File: src/hdl/lmbc_pkg.sv
// shared types, codes and lookup functions of the label map border classifier
// no dependencies; every other file refers to it by scoped names
`default_nettype none

package lmbc_pkg;

	localparam int LABEL_W = 16;
	localparam int CFG_W = 11;
	localparam int SCORE_W = 7;
	localparam int CLASS_W = 3;

	localparam int DEF_MAX_WIDTH = 1024;
	localparam int DEF_MAX_HEIGHT = 1024;
	localparam int DEF_LABEL_BITS = 16;

	localparam int WIDTH_RESET = 640;
	localparam int HEIGHT_RESET = 480;

	localparam int CMDQ_DEPTH = 4;

	localparam logic OP_PIXEL = 1'b0;
	localparam logic OP_FLUSH = 1'b1;

	localparam logic [SCORE_W-1:0] WEIGHT_SIDE = SCORE_W'(1);
	localparam logic [SCORE_W-1:0] WEIGHT_CORNER = SCORE_W'(4);
	localparam logic [SCORE_W-1:0] WEIGHT_EDGE = SCORE_W'(16);

	localparam logic [SCORE_W-1:0] SCORE_STRAIGHT = SCORE_W'(2);
	localparam logic [SCORE_W-1:0] SCORE_OUTER = SCORE_W'(5);
	localparam logic [SCORE_W-1:0] SCORE_INNER = SCORE_W'(6);
	localparam logic [SCORE_W-1:0] SCORE_END = SCORE_W'(9);
	localparam logic [SCORE_W-1:0] SCORE_DIAG = SCORE_W'(12);
	localparam logic [SCORE_W-1:0] SCORE_EDGE_MIN = SCORE_W'(16);

	typedef enum logic [0:0] {
		CFG_IMAGE_WIDTH = 1'b0,
		CFG_IMAGE_HEIGHT = 1'b1
	} cfg_reg_t;

	typedef enum logic [CLASS_W-1:0] {
		CLS_NONE = 3'd0,
		CLS_STRAIGHT = 3'd1,
		CLS_OUTER = 3'd2,
		CLS_INNER = 3'd3,
		CLS_END = 3'd4,
		CLS_DIAG = 3'd5,
		CLS_EDGE = 3'd6
	} pixel_class_t;

	typedef struct packed {
		logic op;
		logic [LABEL_W-1:0] label;
	} in_item_t;

	typedef struct packed {
		logic [CLASS_W-1:0] pixel_class;
		logic frame_last;
	} out_item_t;

	// what the back end does with one queued entry
	typedef enum logic [1:0] {
		CMD_PIXEL = 2'd0,
		CMD_DRAIN_TL = 2'd1,
		CMD_DRAIN_MEM = 2'd2,
		CMD_DRAIN_BL = 2'd3
	} cmd_kind_t;

	typedef struct packed {
		cmd_kind_t kind;
		logic [LABEL_W-1:0] label;
		logic window;
		logic emit;
		logic last;
	} cmd_t;

	function automatic logic [SCORE_W-1:0] ring_weight(input logic [3:0] code);
		logic [SCORE_W-1:0] w;
		unique case (code) inside
			4'd3, 4'd6, 4'd9, 4'd12: w = WEIGHT_CORNER;
			4'd5, 4'd10: w = WEIGHT_SIDE;
			4'd7, 4'd11, 4'd13, 4'd14, 4'd15: w = WEIGHT_EDGE;
			default: w = '0;
		endcase
		return w;
	endfunction

	function automatic pixel_class_t classify(input logic [SCORE_W-1:0] score);
		pixel_class_t cls;
		unique case (score) inside
			SCORE_STRAIGHT: cls = CLS_STRAIGHT;
			SCORE_OUTER: cls = CLS_OUTER;
			SCORE_INNER: cls = CLS_INNER;
			SCORE_END: cls = CLS_END;
			SCORE_DIAG: cls = CLS_DIAG;
			default: cls = (score > SCORE_EDGE_MIN) ? CLS_EDGE : CLS_NONE;
		endcase
		return cls;
	endfunction

endpackage

`default_nettype wire

File: src/hdl/lmbc_front.sv
// front end: accepts items, tracks raster position and drain phase, queues commands
// depends on lmbc_pkg
`default_nettype none

module lmbc_front #(
	parameter int MAX_WIDTH = lmbc_pkg::DEF_MAX_WIDTH,
	parameter int MAX_HEIGHT = lmbc_pkg::DEF_MAX_HEIGHT
) (
	input wire logic clk,
	input wire logic arst_n,
	input wire logic restart,
	input wire logic [$clog2(MAX_WIDTH+1)-1:0] width,
	input wire logic [$clog2(MAX_HEIGHT+1)-1:0] height,
	input wire logic in_valid,
	input wire logic hold,
	input wire lmbc_pkg::in_item_t in_data,
	output logic cmd_push,
	output lmbc_pkg::cmd_t cmd
);

	localparam int WDIM_W = $clog2(MAX_WIDTH + 1);
	localparam int HDIM_W = $clog2(MAX_HEIGHT + 1);
	localparam int COL_W = $clog2(MAX_WIDTH);
	localparam int ROW_W = $clog2(MAX_HEIGHT);

	logic [COL_W-1:0] col_q;
	logic [ROW_W-1:0] row_q;
	logic draining_q;
	logic [WDIM_W-1:0] drain_cnt_q;

	logic accept;
	logic row_end;
	logic frame_end;
	logic drain_end;

	assign accept = in_valid && !hold;
	assign row_end = (WDIM_W'(col_q) == (width - WDIM_W'(1)));
	assign frame_end = (HDIM_W'(row_q) == (height - HDIM_W'(1)));
	assign drain_end = (drain_cnt_q == width);

	// a flush outside the drain phase is taken and dropped
	assign cmd_push = accept && (draining_q || (in_data.op == lmbc_pkg::OP_PIXEL));

	always_comb begin
		cmd.label = in_data.label;
		if (draining_q) begin
			cmd.window = 1'b0;
			cmd.emit = 1'b1;
			cmd.last = drain_end;
			if (drain_cnt_q == '0) begin
				cmd.kind = lmbc_pkg::CMD_DRAIN_TL;
			end else if (drain_end) begin
				cmd.kind = lmbc_pkg::CMD_DRAIN_BL;
			end else begin
				cmd.kind = lmbc_pkg::CMD_DRAIN_MEM;
			end
		end else begin
			cmd.kind = lmbc_pkg::CMD_PIXEL;
			cmd.window = (row_q != '0) && (col_q != '0);
			// the upper-left neighbor is complete once a full row plus one has passed
			cmd.emit = (row_q != '0) && ((row_q != ROW_W'(1)) || (col_q != '0));
			cmd.last = 1'b0;
		end
	end

	always_ff @(posedge clk or negedge arst_n) begin
		if (!arst_n) begin
			col_q <= '0;
			row_q <= '0;
			draining_q <= 1'b0;
			drain_cnt_q <= '0;
		end else if (restart) begin
			col_q <= '0;
			row_q <= '0;
			draining_q <= 1'b0;
			drain_cnt_q <= '0;
		end else if (cmd_push) begin
			if (draining_q) begin
				if (drain_end) begin
					draining_q <= 1'b0;
					drain_cnt_q <= '0;
				end else begin
					drain_cnt_q <= drain_cnt_q + WDIM_W'(1);
				end
			end else if (row_end) begin
				col_q <= '0;
				if (frame_end) begin
					row_q <= '0;
					draining_q <= 1'b1;
				end else begin
					row_q <= row_q + ROW_W'(1);
				end
			end else begin
				col_q <= col_q + COL_W'(1);
			end
		end
	end

endmodule

`default_nettype wire

File: config.mk
export PLATFORM = sky130hd
export DESIGN_NAME = lmbc_front
export DESIGN_NICKNAME = d
export VERILOG_FILES = /design/src/hdl/lmbc_pkg.sv /design/src/hdl/lmbc_front.sv
export SDC_FILE = /design/constraint.sdc
export NUM_CORES = 1
export LEC_CHECK = 0
export BUFFER_PORTS_ARGS = -buffer_cell sky130_fd_sc_hd__buf_2
export CORE_MARGIN = 2
export CORE_UTILIZATION = 25
export CTS_BUF_LIST = sky130_fd_sc_hd__clkbuf_16
export DETAILED_ROUTE_END_ITERATION = 6
export PLACE_DENSITY = 0.49
export SLEW_MARGIN = 20
export SYNTH_ARGS = -nofsm -noshare
export SYNTH_HDL_FRONTEND = slang
export SYNTH_SLANG_ARGS = --single-unit
File: constraint.sdc
create_clock -name clk -period 2.3 [get_ports clk]
set_input_delay 0 -clock clk [delete_from_list [all_inputs] [get_ports clk]]
set_output_delay 0 -clock clk [all_outputs]
set_load 0.03 [all_outputs]
==> results.yml <==
synthesis:
  synthArstFlopShare_pct: 100
  synthDistinctLibCells: 57
  synth-seq-cells: 32
  synth.area.top_cells: "dfrtp_1, xor2_1, xnor2_1"
  syn-cell-area_um2: 2980
  synthFlopType: "dfrtp_1"
  yosysTopAreaCell: "dfrtp_1"
  synth_common_cells: "dfrtp_1, nor2_1, nand2_1"
  synth_top_cell_area_share_pct: 26.9
  syn_inst: 360
  synth_edf_count: 0
  synth.most_common_cell: "dfrtp_1"
  seq_area_frac_synth_pct: 26.9
  synth_fp_nets: 413
  avgSynthCellArea_um2: 8.27
  yosys_warnings: 0
clocking:
  clkTransAtPathRegs_ns: 0.05
  htree_levels: 2
  clockBufferDepth: 2
  numCtsBuffers: 5
  clock-sinks: 32
  cts_tree: "yes"
  clk_latency_ns: 0.28
  root_buffer: "clkbuf_16"
final_layout:
  area_delta_synth_final_pct: 22.9
  antenna_cells: 0
  seqCellArea_um2: 801
  n_fill_cell: 1246
  final_nets: 470
  multiInputGateArea_um2: 1940
  layout-drive-gt1-share_pct: 24.2
die:
  io_pins: 66
  coreArea_um2: 11500
  start_util_pct: 25.9
  die_w_um: 113
  die_area_um2: 12800
  die_h_um: 113
  core.rowCount: 39
global_route:
  grt_overflow: 0
  grt_pass1_vias: 2812
  grt_pass1_wl_um: 14000
  antenna_found_initial: 0
  grt_max_degree: 33
  grt_usage_pct: 13.3
drt:
  first_pass_iters: 7
  ant_nets: 0
  routed_wl_um: 8380
  vias: 2852
  via_per_inst: 5.08
  drt_iter0_markers: 288
  drcViolationCount: 5
  wl_per_cell_um: 14.9
sta:
  relSlewSlack_pct: 48.0
  final-hold-violation-count: 0
  maxClockFrequency_mhz: 441
  hold_slack_ns: 0.0000116
  rsz0062_at_grt: "yes"
  clock_skew_ns: 0.00465
  period_share_pct: 98.6
  drv_slew: 0
  setup_viol: 0
  worstMarginPinSlew_ns: 0.780
  fin_crit_ns: 2.27
run_status:
  status: "complete, but fails checks"
  violations: "design-rule violations"
pwr:
  power.density_nw_per_um2: 474
  p_total_mw: 1.74
  p_leak_nw: 1.48
  max-vdd-ir-drop_mv: 0.239
critical_path:
  path_buf_inv: 1
  crit_type: "register to register"
  worst_setup_path_start_kind: "register"
  path_delay_family: "simple AND/OR/NAND/NOR gates"
  required_ns: 2.49
  critPathArrivalTime_ns: 2.46
  cpPeakStageDelay_ns: 0.42
  path_cells: "xor2_1 -> or4_1 -> o211ai_1 -> o31ai_2 -> a211o_1 -> or3_4 -> buf_6 -> o221ai_2"
  crit_fanout: 5
  end_kind: "register"
  worst_path_max_delay_cell: "or4_1"
placement:
  gp_congestion: 0.842
  port_buffers: 33
  hpwl_um: 6480
job:
  cap_violations: 0
worst_hold_path:
  min-delay-path-class: "input pin to primary output"
## metrics by stage
stage | setup TNS [ns] | util, % | cell area (um2) | cells | worst slack [ns]
after floorplan | 0 | - | 2980 | 360 | 0.0136
after global placement | -1.13 | 29.9 | 3450 | 550 | -0.118
after detailed placement | -2.11 | 29.9 | 3450 | 550 | -0.175
after CTS | 0 | 31.6 | 3630 | 559 | 0.00383
after global routing | -0.800 | 31.8 | 3660 | 561 | -0.0995
final | 0 | 31.8 | 3660 | 561 | 0.0311
## area by class of cell
type	instances	area share, %
Clock buffer	5	3.42
Clock inverter	3	1.03
Inverter	21	2.15
Multi-Input combinational cell	281	53.1
Sequential cell	32	21.9
Tap cell	143	4.89
Timing Repair Buffer	76	13.5
## layer usage
layer | up-vias | GRT usage (%) | part of all wire (%)
li1 | 1417 | - | -
met1 | 1384 | 18.3 | 48
met2 | 41 | 21.9 | 47
met3 | 10 | 2.20 | 3.2
met4 | 0 | 3.41 | 0.94
met5 | - | 0 | 0
## final timing paths
kind / from / end / slack (ns) / depth (start not counted)
setup / recovery: col_q[5] / row_q[7] / 0.03 / 8
hold / removal: in_data[8] / cmd[11] / 0.00001 / 0
setup reg to reg: col_q[5] / row_q[7] / 0.03 / 8
hold reg to reg: drain_cnt_q[9] / drain_cnt_q[9] / 0.59 / 1
max in group asynchronous: arst_n / col_q[3] / 1.46 / 2
min in group asynchronous: arst_n / drain_cnt_q[10] / 0.34 / 2
## power by group
group	internal [mW]	switching (mW)	total, mW
registers	0.582	0.0221	0.604
clock network	0.503	0.238	0.741
logic	0.171	0.219	0.390
## timing repair
action	4_1_cts	5_1_grt
hold buffers	1	0
gates resized for setup	3	4
cloned	0	1
setup endpoints to repair	14	12
hold endpoints to repair	32	0
pin swaps	1	4
buffers inserted	0	1
## cells by family (layout without fill, tap and decap cells)
family	Yosys count	in the layout	share of synthesized area [%]
buf+inv	48	105	8.74
flops	32	32	26.9
xor+xnor	43	43	12.6
compound gates	81	82	19.8
mux	2	2	1.09
simple gates	145	145	27.1
fa+ha+maj	9	9	3.78
## registers in the layout, summed over array words and instances (netlist names)
name and cells:
drain_cnt_q 11, col_q 10, row_q 10, draining_q 1
## worst reg2reg max path, stage by stage, from the launching register on
cell	delay, ns
dfrtp_1	0.39
xor2_1	0.18
or4_1	0.42
o211ai_1	0.12
o31ai_2	0.10
a211o_1	0.34
or3_4	0.35
buf_6	0.14
o221ai_2	0.13
## cells in the final DEF (no fill, tap or decap), types with 6 or more instances in the layout
master and instances:
xnor2_1 21, or3_1 9, o211ai_1 9, nor3_1 13, xor2_1 22, dfrtp_1 32
buf_4 41, nor2_1 24, ha_1 9, a21oi_1 17, nand2_1 23, a31oi_1 6
o21ai_0 15, nand3_1 16, nand2b_1 11, buf_2 33, nor4_1 13, inv_1 20
Note: power is estimated with default switching activity, not from simulation.
