===== config.mk =====
export PLATFORM = sky130hd
export DESIGN_NAME = lmbc_cmd_queue
export DESIGN_NICKNAME = d
export VERILOG_FILES = /design/src/hdl/lmbc_pkg.sv /design/src/hdl/lmbc_cmd_queue.sv
export SDC_FILE = /design/constraint.sdc
export NUM_CORES = 1
export LEC_CHECK = 0
export BUFFER_PORTS_ARGS = -buffer_cell sky130_fd_sc_hd__buf_2
export CORE_UTILIZATION = 35
export DETAILED_ROUTE_END_ITERATION = 8
export GPL_ROUTABILITY_DRIVEN = 1
export GPL_TIMING_DRIVEN = 0
export PLACE_DENSITY = 0.62
export SLEW_MARGIN = 20
export SYNTH_ARGS = -nofsm -noshare
export SYNTH_HDL_FRONTEND = slang
export SYNTH_SLANG_ARGS = --single-unit
export TNS_END_PERCENT = 100

===== constraint.sdc =====
create_clock -name clk -period 2.2 [get_ports clk]
set_input_delay 0.11 -clock clk [delete_from_list [all_inputs] [get_ports clk]]
set_output_delay 0.11 -clock clk [all_outputs]
set_load 0.01 [all_outputs]

===== src/hdl/lmbc_pkg.sv =====
// shared types, codes and lookup functions of the label map border classifier
// no dependencies; every other file refers to it by scoped names
`default_nettype none

package lmbc_pkg;

	localparam int LABEL_W = 16;
	localparam int CFG_W = 11;
	localparam int SCORE_W = 7;
	localparam int CLASS_W = 3;

	localparam int DEF_MAX_WIDTH = 1024;
	localparam int DEF_MAX_HEIGHT = 1024;
	localparam int DEF_LABEL_BITS = 16;

	localparam int WIDTH_RESET = 640;
	localparam int HEIGHT_RESET = 480;

	localparam int CMDQ_DEPTH = 4;

	localparam logic OP_PIXEL = 1'b0;
	localparam logic OP_FLUSH = 1'b1;

	localparam logic [SCORE_W-1:0] WEIGHT_SIDE = SCORE_W'(1);
	localparam logic [SCORE_W-1:0] WEIGHT_CORNER = SCORE_W'(4);
	localparam logic [SCORE_W-1:0] WEIGHT_EDGE = SCORE_W'(16);

	localparam logic [SCORE_W-1:0] SCORE_STRAIGHT = SCORE_W'(2);
	localparam logic [SCORE_W-1:0] SCORE_OUTER = SCORE_W'(5);
	localparam logic [SCORE_W-1:0] SCORE_INNER = SCORE_W'(6);
	localparam logic [SCORE_W-1:0] SCORE_END = SCORE_W'(9);
	localparam logic [SCORE_W-1:0] SCORE_DIAG = SCORE_W'(12);
	localparam logic [SCORE_W-1:0] SCORE_EDGE_MIN = SCORE_W'(16);

	typedef enum logic [0:0] {
		CFG_IMAGE_WIDTH = 1'b0,
		CFG_IMAGE_HEIGHT = 1'b1
	} cfg_reg_t;

	typedef enum logic [CLASS_W-1:0] {
		CLS_NONE = 3'd0,
		CLS_STRAIGHT = 3'd1,
		CLS_OUTER = 3'd2,
		CLS_INNER = 3'd3,
		CLS_END = 3'd4,
		CLS_DIAG = 3'd5,
		CLS_EDGE = 3'd6
	} pixel_class_t;

	typedef struct packed {
		logic op;
		logic [LABEL_W-1:0] label;
	} in_item_t;

	typedef struct packed {
		logic [CLASS_W-1:0] pixel_class;
		logic frame_last;
	} out_item_t;

	// what the back end does with one queued entry
	typedef enum logic [1:0] {
		CMD_PIXEL = 2'd0,
		CMD_DRAIN_TL = 2'd1,
		CMD_DRAIN_MEM = 2'd2,
		CMD_DRAIN_BL = 2'd3
	} cmd_kind_t;

	typedef struct packed {
		cmd_kind_t kind;
		logic [LABEL_W-1:0] label;
		logic window;
		logic emit;
		logic last;
	} cmd_t;

	function automatic logic [SCORE_W-1:0] ring_weight(input logic [3:0] code);
		logic [SCORE_W-1:0] w;
		unique case (code) inside
			4'd3, 4'd6, 4'd9, 4'd12: w = WEIGHT_CORNER;
			4'd5, 4'd10: w = WEIGHT_SIDE;
			4'd7, 4'd11, 4'd13, 4'd14, 4'd15: w = WEIGHT_EDGE;
			default: w = '0;
		endcase
		return w;
	endfunction

	function automatic pixel_class_t classify(input logic [SCORE_W-1:0] score);
		pixel_class_t cls;
		unique case (score) inside
			SCORE_STRAIGHT: cls = CLS_STRAIGHT;
			SCORE_OUTER: cls = CLS_OUTER;
			SCORE_INNER: cls = CLS_INNER;
			SCORE_END: cls = CLS_END;
			SCORE_DIAG: cls = CLS_DIAG;
			default: cls = (score > SCORE_EDGE_MIN) ? CLS_EDGE : CLS_NONE;
		endcase
		return cls;
	endfunction

endpackage

`default_nettype wire


===== src/hdl/lmbc_cmd_queue.sv =====
// short command queue between front and back end
// depends on lmbc_pkg
`default_nettype none

module lmbc_cmd_queue (
	input wire logic clk,
	input wire logic arst_n,
	input wire logic push,
	input wire lmbc_pkg::cmd_t push_cmd,
	output logic full,
	input wire logic pop,
	output logic head_valid,
	output lmbc_pkg::cmd_t head_cmd
);

	localparam int DEPTH = lmbc_pkg::CMDQ_DEPTH;
	localparam int PTR_W = $clog2(DEPTH);
	localparam int CNT_W = $clog2(DEPTH + 1);

	lmbc_pkg::cmd_t entry_q [DEPTH];
	logic [PTR_W-1:0] wr_ptr_q;
	logic [PTR_W-1:0] rd_ptr_q;
	logic [CNT_W-1:0] count_q;

	logic do_push;
	logic do_pop;

	assign full = (count_q == CNT_W'(DEPTH));
	assign head_valid = (count_q != '0);
	assign head_cmd = entry_q[rd_ptr_q];
	assign do_push = push && !full;
	assign do_pop = pop && head_valid;

	always_ff @(posedge clk) begin
		if (do_push) begin
			entry_q[wr_ptr_q] <= push_cmd;
		end
	end

	always_ff @(posedge clk or negedge arst_n) begin
		if (!arst_n) begin
			wr_ptr_q <= '0;
			rd_ptr_q <= '0;
			count_q <= '0;
		end else begin
			if (do_push) begin
				wr_ptr_q <= wr_ptr_q + PTR_W'(1);
			end
			if (do_pop) begin
				rd_ptr_q <= rd_ptr_q + PTR_W'(1);
			end
			if (do_push && !do_pop) begin
				count_q <= count_q + CNT_W'(1);
			end else if (do_pop && !do_push) begin
				count_q <= count_q - CNT_W'(1);
			end
		end
	end

endmodule

`default_nettype wire


==> impl.org <==
** Critical path
- Crit Reg-Reg Startpoint :: count_q[0]$_DFFE_PN0P_
- Critical R2R Capture :: count_q[2]$_DFFE_PN0P_
- STA classifies the critical path endpoint as a register.
- WP data required :: 2460 ps
- Along the worst path, the maximum fanout reaches 4.
- Critical path start-end classification :: reg2reg
- Termination of the worst setup path :: count_q[2]$_DFFE_PN0P_
- Crit path launch :: count_q[0]$_DFFE_PN0P_
- Critical path's largest stage delay :: 440 ps
- Worst-path cell chain :: or3_4, nand2_1, ha_1, inv_1, fa_1, xor2_1, nor2_1, xor2_1
- In this run the register-to-register setup slack is 100 ps.
- The slowest stage of the critical path is the sky130_fd_sc_hd__dfrtp_2 cell.
- Critical Path Most Common Cell :: sky130_fd_sc_hd__xor2_1
- Data arrival at the endpoint of the critical path :: 2370 ps
- STA classifies the critical path startpoint as a register.
- Number of cells on the worst reg-to-reg path :: 8

** Routing
- First-iteration detailed-routing DRC count :: 26
- Initial DRT Pass Iterations :: 4
- The count of nets left with antenna violations once routing finished came out at 0.
- Average vias per placed instance :: 4.475
- Total vias in the final route :: 1,629
- Routed Wire Length :: 5635 um
- Dividing the detail-routed wire length by the instance count gives 15.48 um.
- In the routed design, unresolved DRC markers number 0.

** Place
- In this run the cell area measured after placement is 0.003881 mm^2.
- Routability-driven placement finished with a final weighted congestion of 0.6635.
- Post-DP HPWL :: 3444 um
- Timing analysis after detailed placement gives a worst setup slack of 67.48 ps.
- # port buffers :: 47

** Synthesis
- Top cells by area, synth :: sky130_fd_sc_hd__edfxtp_1 72%, sky130_fd_sc_hd__mux4_2 14%, sky130_fd_sc_hd__dfrtp_1 5.0%
- Counting every net in the synthesized netlist gives 176.
- Flip-flop cell with the highest count after synthesis :: sky130_fd_sc_hd__edfxtp_1
- The Yosys step of the flow raised 0 warnings.
- Fraction of post-synthesis cell area in the top cell type by area :: 72.49%
- In this run the mean area of a mapped cell was 24.00 um^2.
- Leading area contributor after synthesis :: sky130_fd_sc_hd__edfxtp_1
- After synthesis, flip-flops and latches occupy 77.53% of the total area.
- Fraction of registers with async set or reset after synthesis :: 7.692%
- Post-Synthesis Cell Area :: 0.003480 mm^2
- Number of distinct library cell variants in the gate-level netlist after synthesis :: 19
- After synthesis the netlist holds a flip-flop and latch count of 91.
- Number of enable flip-flop cells after synthesis :: 84
- Gate count after technology mapping :: 145

** Global routing
- The number of global-route vias before repair came to 1,699.
- Tot GR Track Use :: 12.02%
- Entering global routing, the biggest net connects 22 pins.
- The first global-routing pass estimated 8769 um of wire.
- Initial antenna violation count :: 0
- After global routing the overflow that remains totals 0.

** Floorplanning
- For this configuration, the core starts out at a cell density of 35.93%.
- Number of rows in the core area :: 36
- The die covers 0.01034 mm^2.
- Die width :: 101.7 um
- Floorplan core area :: 0.009684 mm^2
- For this design the top-level I/O count stands at 48.
- The die is 101.7 um tall.

** Clocking
- Clock tree synthesis found a total of 91 sinks.
- Number of buffers created by CTS :: 9
- Clock root buffer :: sky130_fd_sc_hd__clkbuf_8
- After clock tree synthesis, the clock-pin slew on the worst setup and hold paths is 80 ps.
- TritonCTS clock tree :: built
- Largest buffer count on any clock path :: 2
- H-tree depth :: 3
- Worst-Skew Late Latency :: 350 ps

** STA
- The number of slew-limit violations in the final report was 0.
- In the post-route analysis, the smallest setup slack over all paths is 95.26 ps.
- Derived from the worst setup path, the maximum achievable clock frequency is 0.4751 GHz.
- Slew Limit Headroom :: 59.97%
- In the finished design, the share of the clock period the worst path needs comes to 95.67%.
- At the pin with the least slew margin, the transition time is 600.5 ps.
- Final-report hold violation count :: 0
- For the final database, setup skew stands at 5.162 ps.
- Number of failing setup endpoints in the final timing report :: 0
- Post-route setup TNS :: 0 ps
- The worst path in the final design needs a cycle of 2105 ps, including I/O delays and setup.

** Cells and area
- Diodes inserted :: 0
- Layout area overhead :: 22.76%
- For this run, the post-layout net count is 257.
- Layout fillers :: 864
- Layout Cell Area excl Fill :: 0.004272 mm^2
- Once layout is complete, the utilization of the core stands at 44.11%.
- In the final layout, the share of cells above drive strength 1 is 42.86%.

** Job
- The tool flagged a number of max-cap violations equal to 0.

** Pwr
- The worst-case IR drop observed on VDD is 0.7641 mV.
- In this run the power density over the cells is 1198 mW/mm^2.
- Reported leakage power :: 1.497 nW
- Total power draw :: 0.005118 W

** Min path
- Worst hold path type :: in2reg
- The startpoint identified for the worst hold timing path is pop.

** Status
- Status :: finished clean
==> cell usage in the layout (no fill, tap or decap), types with 3 or more instances in the layout <==
master	netlist	final
sky130_fd_sc_hd__buf_2	2	49
sky130_fd_sc_hd__dlygate4sd3_1	0	22
sky130_fd_sc_hd__buf_6	4	4
sky130_fd_sc_hd__clkbuf_8	0	9
sky130_fd_sc_hd__ha_1	5	5
sky130_fd_sc_hd__mux4_2	21	21
sky130_fd_sc_hd__xnor2_1	4	4
sky130_fd_sc_hd__inv_1	3	3
sky130_fd_sc_hd__edfxtp_1	84	84
sky130_fd_sc_hd__dfrtp_1	7	5
sky130_fd_sc_hd__and2_2	4	4
==> critical path, delay by kind of cell, from the launching register on <==
| kind | cells | cell delay, ps |
|---|---|---|
| AND/OR/NAND/NOR | 3 | 640 |
| XOR/XNOR | 2 | 320 |
| buffers and inverters | 1 | 60 |
| flip-flops | 1 | 440 |
| adder cells (fa/ha/maj) | 2 | 570 |
==> repair_timing <==
item,CTS,global route
setup endpoints to repair,0,1
buffers inserted,0,1
endpoints found under the hold margin,91,0
hold buffers,22,0
resized for setup,0,2
==> area by class of cell <==
class | count | area (um^2) | share of cell area [%]
multi-input combinational | 45 | 715.7 | 16.75
tap | 133 | 166.4 | 3.896
timing repair buffer | 70 | 462.9 | 10.84
inverter | 3 | 11.26 | 0.2636
clock buffer | 10 | 127.6 | 2.988
clock inverter | 6 | 32.53 | 0.7616
sequential | 91 | 2700 | 63.21
buffer | 6 | 55.05 | 1.289
==> per-layer routing <==
layer	wire length, um	vias to the layer above	global-route usage, %
met5	0	-	0
met4	60	0	4.682
met3	284	7	3.865
met2	2818	50	19.65
met1	2471	825	14.87
li1	-	747	-
==> flip-flops by register name (all words and copies together), names as in the netlist <==
| signal | count |
|---|---|
| wr_ptr_q | 2 |
| entry_q | 84 |
| rd_ptr_q | 2 |
| count_q | 3 |
==> where the power goes <==
part | internal (W) | leakage [nW] | switching (W)
Clock | 0.000399 | 0.0771 | 0.000534
Sequential | 0.00231 | 0.849 | 0.000123
Combinational | 0.000874 | 0.571 | 0.000878
Total | 0.00358 | 1.50 | 0.00153
==> worst min path at each step <==
stage	endpoint	depth (start not counted)
floorplan	count_q[0]$_DFFE_PN0P_	0
global placement	count_q[2]$_DFFE_PN0P_	1
detailed placement	count_q[2]$_DFFE_PN0P_	1
CTS	rd_ptr_q[1]$_DFFE_PN0P_	3
global route	rd_ptr_q[0]$_DFFE_PN0P_	3
finish	rd_ptr_q[1]$_DFFE_PN0P_	3
==> cells by family after synthesis <==
logic type                 after synthesis  share of synthesized area (%)
and+or+nand+nor                         10                          2.337
adders and majority gates                6                          2.373
xor gates and xnor gates                 6                          1.510
DFF                                     91                          77.53
muxes                                   23                          14.35
buffers and inverters                    9                          1.906
==> synthesized netlist by cell type (2+ instances only) <==
master / number
sky130_fd_sc_hd__edfxtp_1: 84
sky130_fd_sc_hd__mux4_2: 21
sky130_fd_sc_hd__dfrtp_1: 7
sky130_fd_sc_hd__ha_1: 5
sky130_fd_sc_hd__and2_2: 4
sky130_fd_sc_hd__buf_6: 4
sky130_fd_sc_hd__xnor2_1: 4
sky130_fd_sc_hd__inv_1: 3
sky130_fd_sc_hd__buf_2: 2
sky130_fd_sc_hd__xor2_1: 2
==> per-stage QoR <==
step	cells	hold slack, ps
after floorplan	145	-185.6
after global placement	325	-51.05
after detailed placement	325	-45.25
after CTS	363	34.15
after global routing	364	55.75
final	364	55.14
Power figures use the tool's default switching activity.
